==> src/rtl/core/gnss_binary_frame_parser_defines.svh <==
// ----------------------------------------------------------------------------
// GNSS binary frame parser assertion macros
// Concurrent assertion helpers; they compile to nothing when SYNTH is set.
// ----------------------------------------------------------------------------
`ifndef GNSS_BINARY_FRAME_PARSER_DEFINES_SVH
`define GNSS_BINARY_FRAME_PARSER_DEFINES_SVH

`ifndef SYNTH
`define GBFP_ASSERT(lbl, clk, rst, prop) \
   lbl: assert property (@(posedge clk) disable iff (rst) (prop)) \
      else $error("assertion failed");
`define GBFP_ASSERT_NEXT(lbl, clk, rst, ante, cons) \
   lbl: assert property (@(posedge clk) disable iff (rst) (ante) |=> (cons)) \
      else $error("assertion failed");
`else
`define GBFP_ASSERT(lbl, clk, rst, prop)
`define GBFP_ASSERT_NEXT(lbl, clk, rst, ante, cons)
`endif

`endif

==> src/rtl/core/gbfp_pkg.sv <==
// ----------------------------------------------------------------------------
// gbfp_pkg
// Shared constants and types of the GNSS binary frame parser.
// ----------------------------------------------------------------------------
package gbfp_pkg;

   localparam logic [7:0]  SYNC_FIRST    = 8'hB5;
   localparam logic [7:0]  SYNC_SECOND   = 8'h62;
   localparam logic [15:0] MAX_LEN_RESET = 16'd1024;

   localparam logic KIND_PAYLOAD = 1'b0;
   localparam logic KIND_END     = 1'b1;

   localparam logic [1:0] STAT_OK      = 2'd0;
   localparam logic [1:0] STAT_BAD_A   = 2'd1;
   localparam logic [1:0] STAT_BAD_B   = 2'd2;
   localparam logic [1:0] STAT_TOO_LONG = 2'd3;

   // input register contents
   typedef struct packed {
      logic       valid;
      logic [7:0] rx_byte;
   } gbfp_stage_type;

   // one result word
   typedef struct packed {
      logic        kind;
      logic [7:0]  msg_class;
      logic [7:0]  msg_id;
      logic [15:0] payload_len;
      logic [15:0] byte_index;
      logic [7:0]  data_byte;
      logic [1:0]  status;
   } gbfp_result_type;

   // handshake between the parse step and the two registers
   typedef struct packed {
      logic fire;
      logic emit;
   } gbfp_ctl_type;

endpackage

==> src/rtl/core/gbfp_if.sv <==
// ----------------------------------------------------------------------------
// gbfp channel interfaces
// Valid/ready channels for received bytes, results and the length limit.
// ----------------------------------------------------------------------------
interface gbfp_req_if;
   logic       valid;
   logic       ready;
   logic [7:0] rx_byte;

   modport source (output valid, output rx_byte, input ready);
   modport sink   (input valid, input rx_byte, output ready);
endinterface

interface gbfp_rsp_if;
   logic        valid;
   logic        ready;
   logic        kind;
   logic [7:0]  msg_class;
   logic [7:0]  msg_id;
   logic [15:0] payload_len;
   logic [15:0] byte_index;
   logic [7:0]  data_byte;
   logic [1:0]  status;

   modport source (output valid, output kind, output msg_class, output msg_id,
                   output payload_len, output byte_index, output data_byte,
                   output status, input ready);
   modport sink   (input valid, input kind, input msg_class, input msg_id,
                   input payload_len, input byte_index, input data_byte,
                   input status, output ready);
endinterface

interface gbfp_csr_if;
   logic        valid;
   logic        ready;
   logic [15:0] data;

   modport source (output valid, output data, input ready);
   modport sink   (input valid, input data, output ready);
endinterface

==> src/rtl/core/gbfp_in_reg.sv <==
// ----------------------------------------------------------------------------
// gbfp_in_reg
// Input register: holds one received word until the parse step takes it.
// ----------------------------------------------------------------------------
module gbfp_in_reg
   import gbfp_pkg::*;
(
   input  logic           clock,
   input  logic           reset,
   gbfp_req_if.sink       req_bus,
   input  logic           pop,
   output gbfp_stage_type stage
);

   logic       valid_ff, valid_in;
   logic [7:0] byte_ff, byte_in;
   logic       accept;

   assign req_bus.ready = !valid_ff || pop;
   assign accept        = req_bus.valid && req_bus.ready;

   always_comb begin
      byte_in  = accept ? req_bus.rx_byte : byte_ff;
      valid_in = accept ? 1'b1 : (pop ? 1'b0 : valid_ff);
   end

   always_ff @(posedge clock) begin
      if (reset) begin
         valid_ff <= 1'b0;
      end else begin
         valid_ff <= valid_in;
      end
      byte_ff <= byte_in;
   end

   assign stage.valid   = valid_ff;
   assign stage.rx_byte = byte_ff;

endmodule

==> src/rtl/core/gbfp_core.sv <==
// ----------------------------------------------------------------------------
// gbfp_core
// Frame state machine, Fletcher sums and length limit register.
// ----------------------------------------------------------------------------
module gbfp_core
   import gbfp_pkg::*;
(
   input  logic            clock,
   input  logic            reset,
   gbfp_csr_if.sink        csr_bus,
   input  gbfp_stage_type  stage,
   input  logic            out_free,
   output gbfp_ctl_type    ctl,
   output gbfp_result_type result
);

   localparam logic [3:0] PH_IDLE     = 4'd0;
   localparam logic [3:0] PH_SYNC1    = 4'd1;
   localparam logic [3:0] PH_CLASS    = 4'd2;
   localparam logic [3:0] PH_ID       = 4'd3;
   localparam logic [3:0] PH_LEN1     = 4'd4;
   localparam logic [3:0] PH_LEN2     = 4'd5;
   localparam logic [3:0] PH_PAYLOAD  = 4'd6;
   localparam logic [3:0] PH_CKA      = 4'd7;
   localparam logic [3:0] PH_CKB_GOOD = 4'd8;
   localparam logic [3:0] PH_CKB_BADA = 4'd9;

   logic [3:0]  phase_ff, phase_in;
   logic [7:0]  class_ff, class_in;
   logic [7:0]  id_ff, id_in;
   logic [15:0] len_ff, len_in;
   logic [15:0] seen_ff, seen_in;
   logic [7:0]  sum_a_ff, sum_a_in;
   logic [7:0]  sum_b_ff, sum_b_in;
   logic [15:0] max_len_ff, max_len_in;

   logic [7:0]  b;
   logic [7:0]  add_a, add_b;
   logic [15:0] seen_inc;
   logic        fire, emit;

   assign csr_bus.ready = 1'b1;
   assign max_len_in    = csr_bus.valid ? csr_bus.data : max_len_ff;

   assign b        = stage.rx_byte;
   assign fire     = stage.valid && out_free;
   assign add_a    = sum_a_ff + b;
   assign add_b    = sum_b_ff + add_a;
   assign seen_inc = seen_ff + 16'd1;

   always_comb begin
      phase_in = phase_ff;
      class_in = class_ff;
      id_in    = id_ff;
      len_in   = len_ff;
      seen_in  = seen_ff;
      sum_a_in = sum_a_ff;
      sum_b_in = sum_b_ff;
      emit     = 1'b0;
      result.kind       = KIND_PAYLOAD;
      result.byte_index = seen_ff;
      result.data_byte  = 8'd0;
      result.status     = STAT_OK;

      unique case (phase_ff)
         PH_SYNC1: begin
            if (b == SYNC_SECOND) begin
               phase_in = PH_CLASS;
               sum_a_in = 8'd0;
               sum_b_in = 8'd0;
            end else if (b != SYNC_FIRST) begin
               phase_in = PH_IDLE;
            end
         end
         PH_CLASS: begin
            class_in = b;
            sum_a_in = add_a;
            sum_b_in = add_b;
            phase_in = PH_ID;
         end
         PH_ID: begin
            id_in    = b;
            sum_a_in = add_a;
            sum_b_in = add_b;
            phase_in = PH_LEN1;
         end
         PH_LEN1: begin
            len_in   = {8'd0, b};
            sum_a_in = add_a;
            sum_b_in = add_b;
            phase_in = PH_LEN2;
         end
         PH_LEN2: begin
            len_in   = {b, len_ff[7:0]};
            sum_a_in = add_a;
            sum_b_in = add_b;
            seen_in  = 16'd0;
            if (len_in > max_len_ff) begin
               phase_in          = PH_IDLE;
               emit              = 1'b1;
               result.kind       = KIND_END;
               result.byte_index = 16'd0;
               result.status     = STAT_TOO_LONG;
            end else if (len_in == 16'd0) begin
               phase_in = PH_CKA;
            end else begin
               phase_in = PH_PAYLOAD;
            end
         end
         PH_PAYLOAD: begin
            sum_a_in         = add_a;
            sum_b_in         = add_b;
            emit             = 1'b1;
            result.data_byte = b;
            seen_in          = seen_inc;
            if (seen_inc == len_ff) begin
               phase_in = PH_CKA;
            end
         end
         PH_CKA: begin
            phase_in = (b == sum_a_ff) ? PH_CKB_GOOD : PH_CKB_BADA;
         end
         PH_CKB_GOOD, PH_CKB_BADA: begin
            phase_in    = PH_IDLE;
            emit        = 1'b1;
            result.kind = KIND_END;
            if (phase_ff == PH_CKB_BADA) begin
               result.status = STAT_BAD_A;
            end else if (b != sum_b_ff) begin
               result.status = STAT_BAD_B;
            end
         end
         // idle, and codes with no meaning
         default: begin
            phase_in = (b == SYNC_FIRST) ? PH_SYNC1 : PH_IDLE;
         end
      endcase

      result.msg_class   = class_in;
      result.msg_id      = id_in;
      result.payload_len = len_in;
   end

   always_ff @(posedge clock) begin
      if (reset) begin
         phase_ff   <= PH_IDLE;
         class_ff   <= 8'd0;
         id_ff      <= 8'd0;
         len_ff     <= 16'd0;
         seen_ff    <= 16'd0;
         sum_a_ff   <= 8'd0;
         sum_b_ff   <= 8'd0;
         max_len_ff <= MAX_LEN_RESET;
      end else begin
         max_len_ff <= max_len_in;
         if (fire) begin
            phase_ff <= phase_in;
            class_ff <= class_in;
            id_ff    <= id_in;
            len_ff   <= len_in;
            seen_ff  <= seen_in;
            sum_a_ff <= sum_a_in;
            sum_b_ff <= sum_b_in;
         end
      end
   end

   assign ctl.fire = fire;
   assign ctl.emit = emit;

endmodule

==> src/rtl/core/gbfp_out_reg.sv <==
// ----------------------------------------------------------------------------
// gbfp_out_reg
// Result register: holds one result word until the sink takes it.
// ----------------------------------------------------------------------------
module gbfp_out_reg
   import gbfp_pkg::*;
(
   input  logic            clock,
   input  logic            reset,
   input  gbfp_ctl_type    ctl,
   input  gbfp_result_type result,
   output logic            out_free,
   gbfp_rsp_if.source      rsp_bus
);

   logic            valid_ff, valid_in;
   gbfp_result_type data_ff, data_in;
   logic            load;

   assign out_free = !valid_ff || rsp_bus.ready;
   assign load     = ctl.fire && ctl.emit;

   always_comb begin
      data_in  = load ? result : data_ff;
      valid_in = load ? 1'b1 : (rsp_bus.ready ? 1'b0 : valid_ff);
   end

   always_ff @(posedge clock) begin
      if (reset) begin
         valid_ff <= 1'b0;
      end else begin
         valid_ff <= valid_in;
      end
      data_ff <= data_in;
   end

   assign rsp_bus.valid       = valid_ff;
   assign rsp_bus.kind        = data_ff.kind;
   assign rsp_bus.msg_class   = data_ff.msg_class;
   assign rsp_bus.msg_id      = data_ff.msg_id;
   assign rsp_bus.payload_len = data_ff.payload_len;
   assign rsp_bus.byte_index  = data_ff.byte_index;
   assign rsp_bus.data_byte   = data_ff.data_byte;
   assign rsp_bus.status      = data_ff.status;

endmodule

==> src/rtl/core/gnss_binary_frame_parser.sv <==
// ----------------------------------------------------------------------------
// gnss_binary_frame_parser
// Sync 0xB5 0x62 frame parser with 8-bit Fletcher checksum check.
// ----------------------------------------------------------------------------
// Takes one received byte per word and sustains one word every cycle while
// the result port is not stalled. A byte lands in the input register when it
// is accepted, and its result word is loaded from there into the result
// register, which drives the result port. A stalled result port holds the
// input register, and with it the input side, until the result drains.
// Payload bytes come out with their index, and each
// frame closes with one end word carrying the status: ok, checksum A bad,
// checksum B bad, or too long (length above the limit register; the rest of
// that frame is then hunted through as plain bytes). The limit register
// resets to 1024 and may be written only while no frame is in flight.
`include "gnss_binary_frame_parser_defines.svh"

module gnss_binary_frame_parser
   import gbfp_pkg::*;
(
   input  logic       clock,
   input  logic       reset,
   gbfp_req_if.sink   req_bus,
   gbfp_rsp_if.source rsp_bus,
   gbfp_csr_if.sink   csr_bus
);

   gbfp_stage_type  stage;
   gbfp_ctl_type    ctl;
   gbfp_result_type result;
   logic            out_free;

   gbfp_in_reg u_in_reg (
      .clock   (clock),
      .reset   (reset),
      .req_bus (req_bus),
      .pop     (ctl.fire),
      .stage   (stage)
   );

   gbfp_core u_core (
      .clock    (clock),
      .reset    (reset),
      .csr_bus  (csr_bus),
      .stage    (stage),
      .out_free (out_free),
      .ctl      (ctl),
      .result   (result)
   );

   gbfp_out_reg u_out_reg (
      .clock    (clock),
      .reset    (reset),
      .ctl      (ctl),
      .result   (result),
      .out_free (out_free),
      .rsp_bus  (rsp_bus)
   );

   // a held input word must drain in the same cycle a new one lands
   `GBFP_ASSERT(a_in_no_overrun, clock, reset, (req_bus.valid && req_bus.ready) |-> (!stage.valid || ctl.fire))
   // a stalled result is never overwritten
   `GBFP_ASSERT(a_out_no_overwrite, clock, reset, (rsp_bus.valid && !rsp_bus.ready) |-> !(ctl.fire && ctl.emit))
   // every emitted result shows up on the port next cycle
   `GBFP_ASSERT_NEXT(a_emit_shows, clock, reset, ctl.fire && ctl.emit, rsp_bus.valid)
   // payload words stay inside the declared length and carry ok status
   `GBFP_ASSERT(a_payload_index, clock, reset, (rsp_bus.valid && rsp_bus.kind == KIND_PAYLOAD) |-> (rsp_bus.byte_index < rsp_bus.payload_len && rsp_bus.status == STAT_OK))

endmodule

==> src/flat_wrapper.sv <==
// flat-port wrapper written by rule: the top's interface ports become plain ports
module gnss_binary_frame_parser_flat import gbfp_pkg::*;
  (clock, reset, req_bus_valid, req_bus_rx_byte, req_bus_ready, rsp_bus_valid, rsp_bus_kind, rsp_bus_msg_class, rsp_bus_msg_id, rsp_bus_payload_len, rsp_bus_byte_index, rsp_bus_data_byte, rsp_bus_status, rsp_bus_ready, csr_bus_valid, csr_bus_data, csr_bus_ready);
  gbfp_req_if req_bus_i ();
  gbfp_rsp_if rsp_bus_i ();
  gbfp_csr_if csr_bus_i ();
  input  logic clock;
  input  logic reset;
  input wire logic [$bits(req_bus_i.valid)-1:0] req_bus_valid;
  input wire logic [$bits(req_bus_i.rx_byte)-1:0] req_bus_rx_byte;
  output wire logic [$bits(req_bus_i.ready)-1:0] req_bus_ready;
  output wire logic [$bits(rsp_bus_i.valid)-1:0] rsp_bus_valid;
  output wire logic [$bits(rsp_bus_i.kind)-1:0] rsp_bus_kind;
  output wire logic [$bits(rsp_bus_i.msg_class)-1:0] rsp_bus_msg_class;
  output wire logic [$bits(rsp_bus_i.msg_id)-1:0] rsp_bus_msg_id;
  output wire logic [$bits(rsp_bus_i.payload_len)-1:0] rsp_bus_payload_len;
  output wire logic [$bits(rsp_bus_i.byte_index)-1:0] rsp_bus_byte_index;
  output wire logic [$bits(rsp_bus_i.data_byte)-1:0] rsp_bus_data_byte;
  output wire logic [$bits(rsp_bus_i.status)-1:0] rsp_bus_status;
  input wire logic [$bits(rsp_bus_i.ready)-1:0] rsp_bus_ready;
  input wire logic [$bits(csr_bus_i.valid)-1:0] csr_bus_valid;
  input wire logic [$bits(csr_bus_i.data)-1:0] csr_bus_data;
  output wire logic [$bits(csr_bus_i.ready)-1:0] csr_bus_ready;
  assign req_bus_i.valid = req_bus_valid;
  assign req_bus_i.rx_byte = req_bus_rx_byte;
  assign req_bus_ready = req_bus_i.ready;
  assign rsp_bus_valid = rsp_bus_i.valid;
  assign rsp_bus_kind = rsp_bus_i.kind;
  assign rsp_bus_msg_class = rsp_bus_i.msg_class;
  assign rsp_bus_msg_id = rsp_bus_i.msg_id;
  assign rsp_bus_payload_len = rsp_bus_i.payload_len;
  assign rsp_bus_byte_index = rsp_bus_i.byte_index;
  assign rsp_bus_data_byte = rsp_bus_i.data_byte;
  assign rsp_bus_status = rsp_bus_i.status;
  assign rsp_bus_i.ready = rsp_bus_ready;
  assign csr_bus_i.valid = csr_bus_valid;
  assign csr_bus_i.data = csr_bus_data;
  assign csr_bus_ready = csr_bus_i.ready;
  gnss_binary_frame_parser u_core (.clock(clock), .reset(reset), .req_bus(req_bus_i), .rsp_bus(rsp_bus_i), .csr_bus(csr_bus_i));
endmodule
==> config.mk <==
export PLATFORM = sky130hd
export DESIGN_NAME = gnss_binary_frame_parser_flat
export DESIGN_NICKNAME = d
export VERILOG_FILES = /design/src/rtl/core/gbfp_pkg.sv /design/src/rtl/core/gbfp_if.sv /design/src/rtl/core/gbfp_in_reg.sv /design/src/rtl/core/gbfp_core.sv /design/src/rtl/core/gbfp_out_reg.sv /design/src/rtl/core/gnss_binary_frame_parser.sv /design/src/flat_wrapper.sv
export VERILOG_INCLUDE_DIRS = /design/src /design/src/rtl/core
export SDC_FILE = /design/constraint.sdc
export NUM_CORES = 1
export LEC_CHECK = 0
export BUFFER_PORTS_ARGS = -buffer_cell sky130_fd_sc_hd__buf_2
export CAP_MARGIN = 10
export CORE_MARGIN = 2
export CORE_UTILIZATION = 35
export DETAILED_ROUTE_END_ITERATION = 10
export SYNTH_ARGS = -nofsm -noshare
export SYNTH_HDL_FRONTEND = slang
export SYNTH_SLANG_ARGS = --single-unit
export TNS_END_PERCENT = 5
==> constraint.sdc <==
create_clock -name clock -period 3.26 [get_ports clock]
set_input_delay 0.326 -clock clock [delete_from_list [all_inputs] [get_ports clock]]
set_output_delay 0.326 -clock clock [all_outputs]
set_load 0.02 [all_outputs]
* Word-level counts from Yosys, hierarchy flattened
Index checks and enable logic that the tools add are counted.
Operators by class: $add $sub $neg 3, magnitude comparators 1, equal/unequal tests 18, muxes and demuxes 28, reduce and logical (&&, ||, !) cells 18
Operators with widths (count):
- 16-bit case mux with 2 select lines | 2
- 16-bit 2-to-1 mux | 2
- 4-bit case mux with 8 select lines | 1
- 8-bit case mux with 2 select lines | 2
- 8-bit 2-to-1 mux | 3
- 16-bit by 1-bit adder with 16-bit output (second input constant) | 1
- 8-bit adder | 2
- 16-bit equality test | 1
- 4-bit by 3-bit equality test with 1-bit output (second input constant) | 4
- 16-bit > comparator | 1
- 16-bit logical NOT | 1
- 4-bit 2-to-1 mux | 4
- 4-bit by 2-bit equality test with 1-bit output (second input constant) | 2
- 4-bit equality test (second input constant) | 2
- 8-bit by 7-bit equality test with 1-bit output (second input constant) | 1
- 8-bit equality test | 1
- 8-bit equality test (second input constant) | 1
- 1-bit 2-to-1 mux | 8
- 8-bit inequality test | 1
- 8-bit inequality test (second input constant) | 1
- 2-bit nonzero test | 4
- 2-bit 2-to-1 mux | 3
- 3-bit AND reduction | 2
- 5-bit OR reduction | 1
- 11 further kinds | 17
Word-level totals: register bits after elaboration 153, bits of input ports 29, output and inout bits 62

* Longest topological paths before layout
word-level depth 6, depth in mapped cells 14, depth with buffers taken out 14

* By module
Synthesis repeated with hierarchy kept, for this count alone.
Unflattened totals: cells, all modules 808, area, all modules 7767.4 µm²
Modules (own cells, without submodules):
- gbfp_core | times used 1, cells an instance 730, area an instance 5642.9 µm², sequential area each 1681.6 µm²
- gbfp_out_reg | times used 1, cells an instance 64, area an instance 1821.7 µm², sequential area each 1791.7 µm²
- gbfp_in_reg | times used 1, cells an instance 14, area an instance 302.8 µm², sequential area each 260.2 µm²

* Worst setup path after synthesis
OpenSTA, ideal clock, no wires.
path kind flip-flop to flip-flop, from reg u_core.u_in_reg.byte_ff[3], to reg u_core.u_out_reg.data_ff (netlist bit u_core.u_out_reg.rsp_bus.byte_index[0]), enable pin, arrival time 3053 ps, data required time 2839 ps, setup slack -214 ps, cell stages (with the launch flop) 9, buffers on the path 0, cell sequence edfxtp_1 -> ha_1 -> nand4_1 -> nor4_1 -> nor3_1 -> o31a_1 -> o21ai_0 -> a21oi_1 -> o21a_1
On the way: word-level cells in the longest chain between the ends 4
RTL lines:
- from (decl) | line gbfp_in_reg.sv:16 | logic [7:0] byte_ff, byte_in;
- from (signal assigned) | line gbfp_in_reg.sv:33 | byte_ff <= byte_in;
- 16-bit > comparator | line gbfp_core.sv:98 | if (len_in > max_len_ff) begin
- 1-bit 2-to-1 mux | line gbfp_core.sv:98
- 1-bit case mux with 2 select lines | line gbfp_core.sv:65 | unique case (phase_ff)
- 1-bit logical AND | line gbfp_out_reg.sv:21 | assign load = ctl.fire && ctl.emit;
- via u_core.u_out_reg.load | line gbfp_out_reg.sv:18 | logic load;
- to (signal assigned) | line gbfp_out_reg.sv:34 | data_ff <= data_in;
- to (decl) | line gbfp_out_reg.sv:17 | gbfp_result_type data_ff, data_in;
The timed path passes the listed nets, and every way through them passes these cells. A chain may end at the register's enable or synchronous reset.

* Worst setup path in the final report
from reg u_core.u_in_reg.byte_ff[0], to reg u_core.u_core.sum_b_ff[7]
On the way: word-level cells in the longest chain between the ends 3, elaborated cells on any way between the ends 6
RTL lines:
- 8-bit adder / 8-bit by 7-bit equality test with 1-bit output (equally long branches) | line gbfp_core.sv:47, gbfp_core.sv:67
- 8-bit adder / 2-bit inequality test (equally long branches)
- 8-bit case mux with 2 select lines / 3-bit AND reduction (equally long branches)
- to (signal assigned) | line gbfp_core.sv:163 | sum_b_ff <= sum_b_in;
- to (decl) | line gbfp_core.sv:34 | logic [7:0] sum_b_ff, sum_b_in;
Parallel ways exist; a longest one is shown, timed or not.

==> results.yml <==
layout:
  finalNetCount: 906
  final_cell_area_um2: 9090
  final_layout_size_suffix_gt1_share_pct: 21.8
  finalNonFillerCells: 1137
  num_antenna_cells: 0
  area_growth_pct: 18.7
  final_common_cell: "nor2_1"
  final_cell_mix: "nor2_1, buf_2, dfxtp_1"
clocking:
  tritoncts: "done"
  cts.sinks: 153
  cts_made_buffers: 17
  htree_levels: 4
  insertion_delay_ns: 0.43
  clock-root-buffer: "clkbuf_16"
  clockBufferDepth: 2
  cts_hold_buf: 0
  clk_pin_slew_ns: 0.06
synthesis:
  yosysWarningCount: 0
  async_flop_share_pct: 0
  postSynthRegisterBits: 153
  synth.distinct_cells: 65
  synth_ff_type: "dfxtp_1"
  synth_area_um2: 7660
  avgSynthCellArea_um2: 10.2
  synth-edff-count: 67
  synth.net_count: 813
  synthCells: 751
  yosysSeqAreaShare_pct: 48.7
pwr:
  clock_power_share_pct: 45.0
  power_density_nw_per_um2: 490
  p_int_mw: 3.42
  ir_worst_vdd_mv: 0.331
  power_frac_comb_pct: 8.6
  leakage_nw: 3.48
  switching_power_mw: 1.04
  p_seq_share_pct: 46.3
  sw_frac_of_total_pct: 23.3
sta:
  setup_ws_ns: 0.127
  relSlewSlack_pct: 49.0
  skew_ns: 0.00889
  hold_ws_ns: 0.0728
  maxClockFrequency_mhz: 319
  period_minus_slack_ns: 3.13
  finalCritPeriodShare_pct: 96.1
  finalHoldViolations: 0
  tightest_slew_ns: 0.761
  rsz0062_at_grt: "yes"
  setup_violations: 0
  finalMaxSlewViolations: 0
worst_setup_path:
  crit_path_cell_trace: "ha_1 -> fa_2 -> a21o_1 -> a21oi_2 -> o21bai_1 -> a21oi_2 -> xnor2_1 -> ha_1 -> nor3_1 -> nor2_1 -> o41ai_2 -> xnor3_1 -> or4_1 -> a31oi_1"
  regToRegStartpoint: "u_core.u_in_reg.byte_ff[0]"
  critical_path_class: "reg -> reg"
  crit_arrival_ns: 3.49
  endpoint_kind: "flop"
  path_buf_inv: 0
  worst_setup_path_start_kind: "flop"
  cp_slowest_cell: "or4_1"
  crit_family: "adder cells"
  path_depth: 14
  r2r_cells: 14
  worstPathMaxFanout: 3
  reg2reg_to: "u_core.u_core.sum_b_ff[7]"
  required_ns: 3.61
  cpPeakStageDelay_ns: 0.40
  rrSetupSlack_ns: 0.13
global_route:
  grt_max_degree: 42
  grt_pass1_wl_um: 30000
  grt_pass1_vias: 5599
  antenna_found_initial: 0
  grt_overflow: 0
  groute.usage.overall_pct: 16.3
detailed_routing:
  drt-initial-drc-count: 365
  via_count: 5743
  wl_per_cell_um: 16.3
  dr.pass1.iters: 4
  vias_per_cell: 5.05
  ant_nets: 0
  route.detailed.drc: 0
  wl_um: 18500
min_path:
  hold_class: "in -> reg"
  hold_end: "u_core.u_in_reg.byte_ff[6]"
  hold_depth: 1
  worstHoldStart: "req_bus_rx_byte[6]"
floorplanning:
  initial_core_util_pct: 35.4
  design.core.area_um2: 21600
  dieArea_um2: 23100
  ioPinCount: 91
  num_rows: 54
  die_h_um: 152
  die_x_um: 152
place:
  post-place-ws_ns: -0.0680
  dpl.hpwl_um: 12900
  gp_congestion: 0.868
  post-place-cells: 1102
  dpl-instance-area_um2: 8470
  portBuffers: 89
job:
  maxCapViolations: 0
status:
  status: "complete, no violations"
[state kept, by name, indices dropped and copies added, names as in the netlist, 2 cells and up]
signal	flops
u_core.u_core.len_ff	16
u_core.u_core.max_len_ff	16
u_core.u_core.seen_ff	16
u_core.u_out_reg.rsp_bus.byte_index	16
u_core.u_out_reg.rsp_bus.payload_len	16
u_core.u_core.class_ff	8
u_core.u_core.id_ff	8
u_core.u_core.sum_a_ff	8
u_core.u_core.sum_b_ff	8
u_core.u_in_reg.byte_ff	8
u_core.u_out_reg.rsp_bus.data_byte	8
u_core.u_out_reg.rsp_bus.msg_class	8
u_core.u_out_reg.rsp_bus.msg_id	8
u_core.u_core.phase_ff	4
u_core.u_out_reg.rsp_bus.status	2
[area by class of cell]
| class | count | area, µm² |
|---|---|---|
| fillers | 2094 | 12500 |
| flip-flops and latches | 153 | 3730 |
| multi-input cells | 529 | 3680 |
| repair buffers | 116 | 648 |
| clock buffers | 24 | 462 |
| well taps | 280 | 350 |
| clock inverters | 8 | 120 |
| inverters | 27 | 101 |
[cell usage after synthesis, types with 2 or more instances]
master      n  share of area (%)
nor3_1      9               0.59
a31oi_1     5               0.41
nand3b_1    3               0.29
nor2b_1     3               0.25
nand2b_1    4               0.33
a21o_1      4               0.39
a21oi_1    47                3.1
edfxtp_1   67                 26
nor3_2      2               0.26
a211oi_1    2               0.20
mux2i_1    51                6.7
o211ai_1    2               0.20
buf_2      11               0.72
nand4_1    12               0.98
mux2_2     24                3.5
or3_1       6               0.49
xnor2_1    31                3.5
clkbuf_1   29                1.4
and2_1     23                1.9
nand4_2     2               0.33
nor4_1      4               0.33
o21ai_0    31                2.0
or4_1       4               0.39
nor2_1    107                5.2
and4_1      2               0.23
dfxtp_1    86                 22
nand3_1    12               0.78
ha_1       31                5.1
and4b_1     2               0.26
inv_1      26                1.3
nand2_1    43                2.1
xor2_1      9                1.0
fa_1        2               0.52
o21bai_1    3               0.29
o31a_1      3               0.34
and3_1      4               0.33
a22oi_1    15                1.5
o21a_1      3               0.29
[cell families (layout without fill, tap and decap cells)]
| group | Yosys count | in the layout | share of synthesized area, % |
|---|---|---|---|
| compound gates | 129 | 129 | 10.7 |
| mux | 75 | 75 | 10.2 |
| other cells | 1 | 1 | 0.0490 |
| simple gates | 250 | 250 | 16.2 |
| xor+xnor | 41 | 41 | 4.87 |
| fa+ha+maj | 33 | 33 | 5.59 |
| buf+inv | 69 | 175 | 3.61 |
| flops | 153 | 153 | 48.7 |
[power by group through the flow]
stage | Clock (mW) | Sequential [mW] | Combinational, mW
final | 2.01 | 2.06 | 0.385
after floorplan | 0 | 2.10 | 0.266
after CTS | 2.03 | 2.06 | 0.382
after global placement | 0 | 2.10 | 0.373
after global routing | 2.12 | 2.07 | 0.429
after detailed placement | 0 | 2.11 | 0.377
[repair_timing]
| action | CTS | global route |
|---|---|---|
| setup buffers | 1 | 2 |
| pin swaps | 4 | 6 |
| gates cloned | 0 | 0 |
| gates resized for setup | 2 | 3 |
| endpoints found under the setup margin | 1 | 60 |
[per-layer routing]
metal / wire length, µm / track usage [%]
met4: 217 / 4.41
met3: 844 / 3.37
met1: 8760 / 22.4
met5: 0 / 0
met2: 8720 / 26.3
[stage by stage]
stage                     power [mW]  setup TNS [ns]  util, %
final                           4.46               0     42.0
after global routing            4.61         -0.0556     42.0
after CTS                       4.48               0     41.9
after detailed placement        2.48         -0.0680     39.2
after global placement          2.48               0     39.2
after floorplan                 2.36               0        -
[worst max-delay path by stage]
stage | from | endpoint | slack [ns]
CTS | u_core.u_in_reg.byte_ff[0] | u_core.u_core.sum_b_ff[7] | 0.009
finish | u_core.u_in_reg.byte_ff[0] | u_core.u_core.sum_b_ff[7] | 0.13
global placement | u_core.u_in_reg.byte_ff[0] | u_core.u_core.sum_b_ff[7] | 0.04
global route | u_core.u_in_reg.byte_ff[0] | u_core.u_core.sum_b_ff[7] | -0.06
floorplan | u_core.u_in_reg.byte_ff[0] | u_core.u_core.sum_b_ff[7] | 0.16
detailed placement | u_core.u_in_reg.byte_ff[0] | u_core.u_core.sum_b_ff[7] | -0.07
No activity file was read; power rests on OpenSTA's default activity.
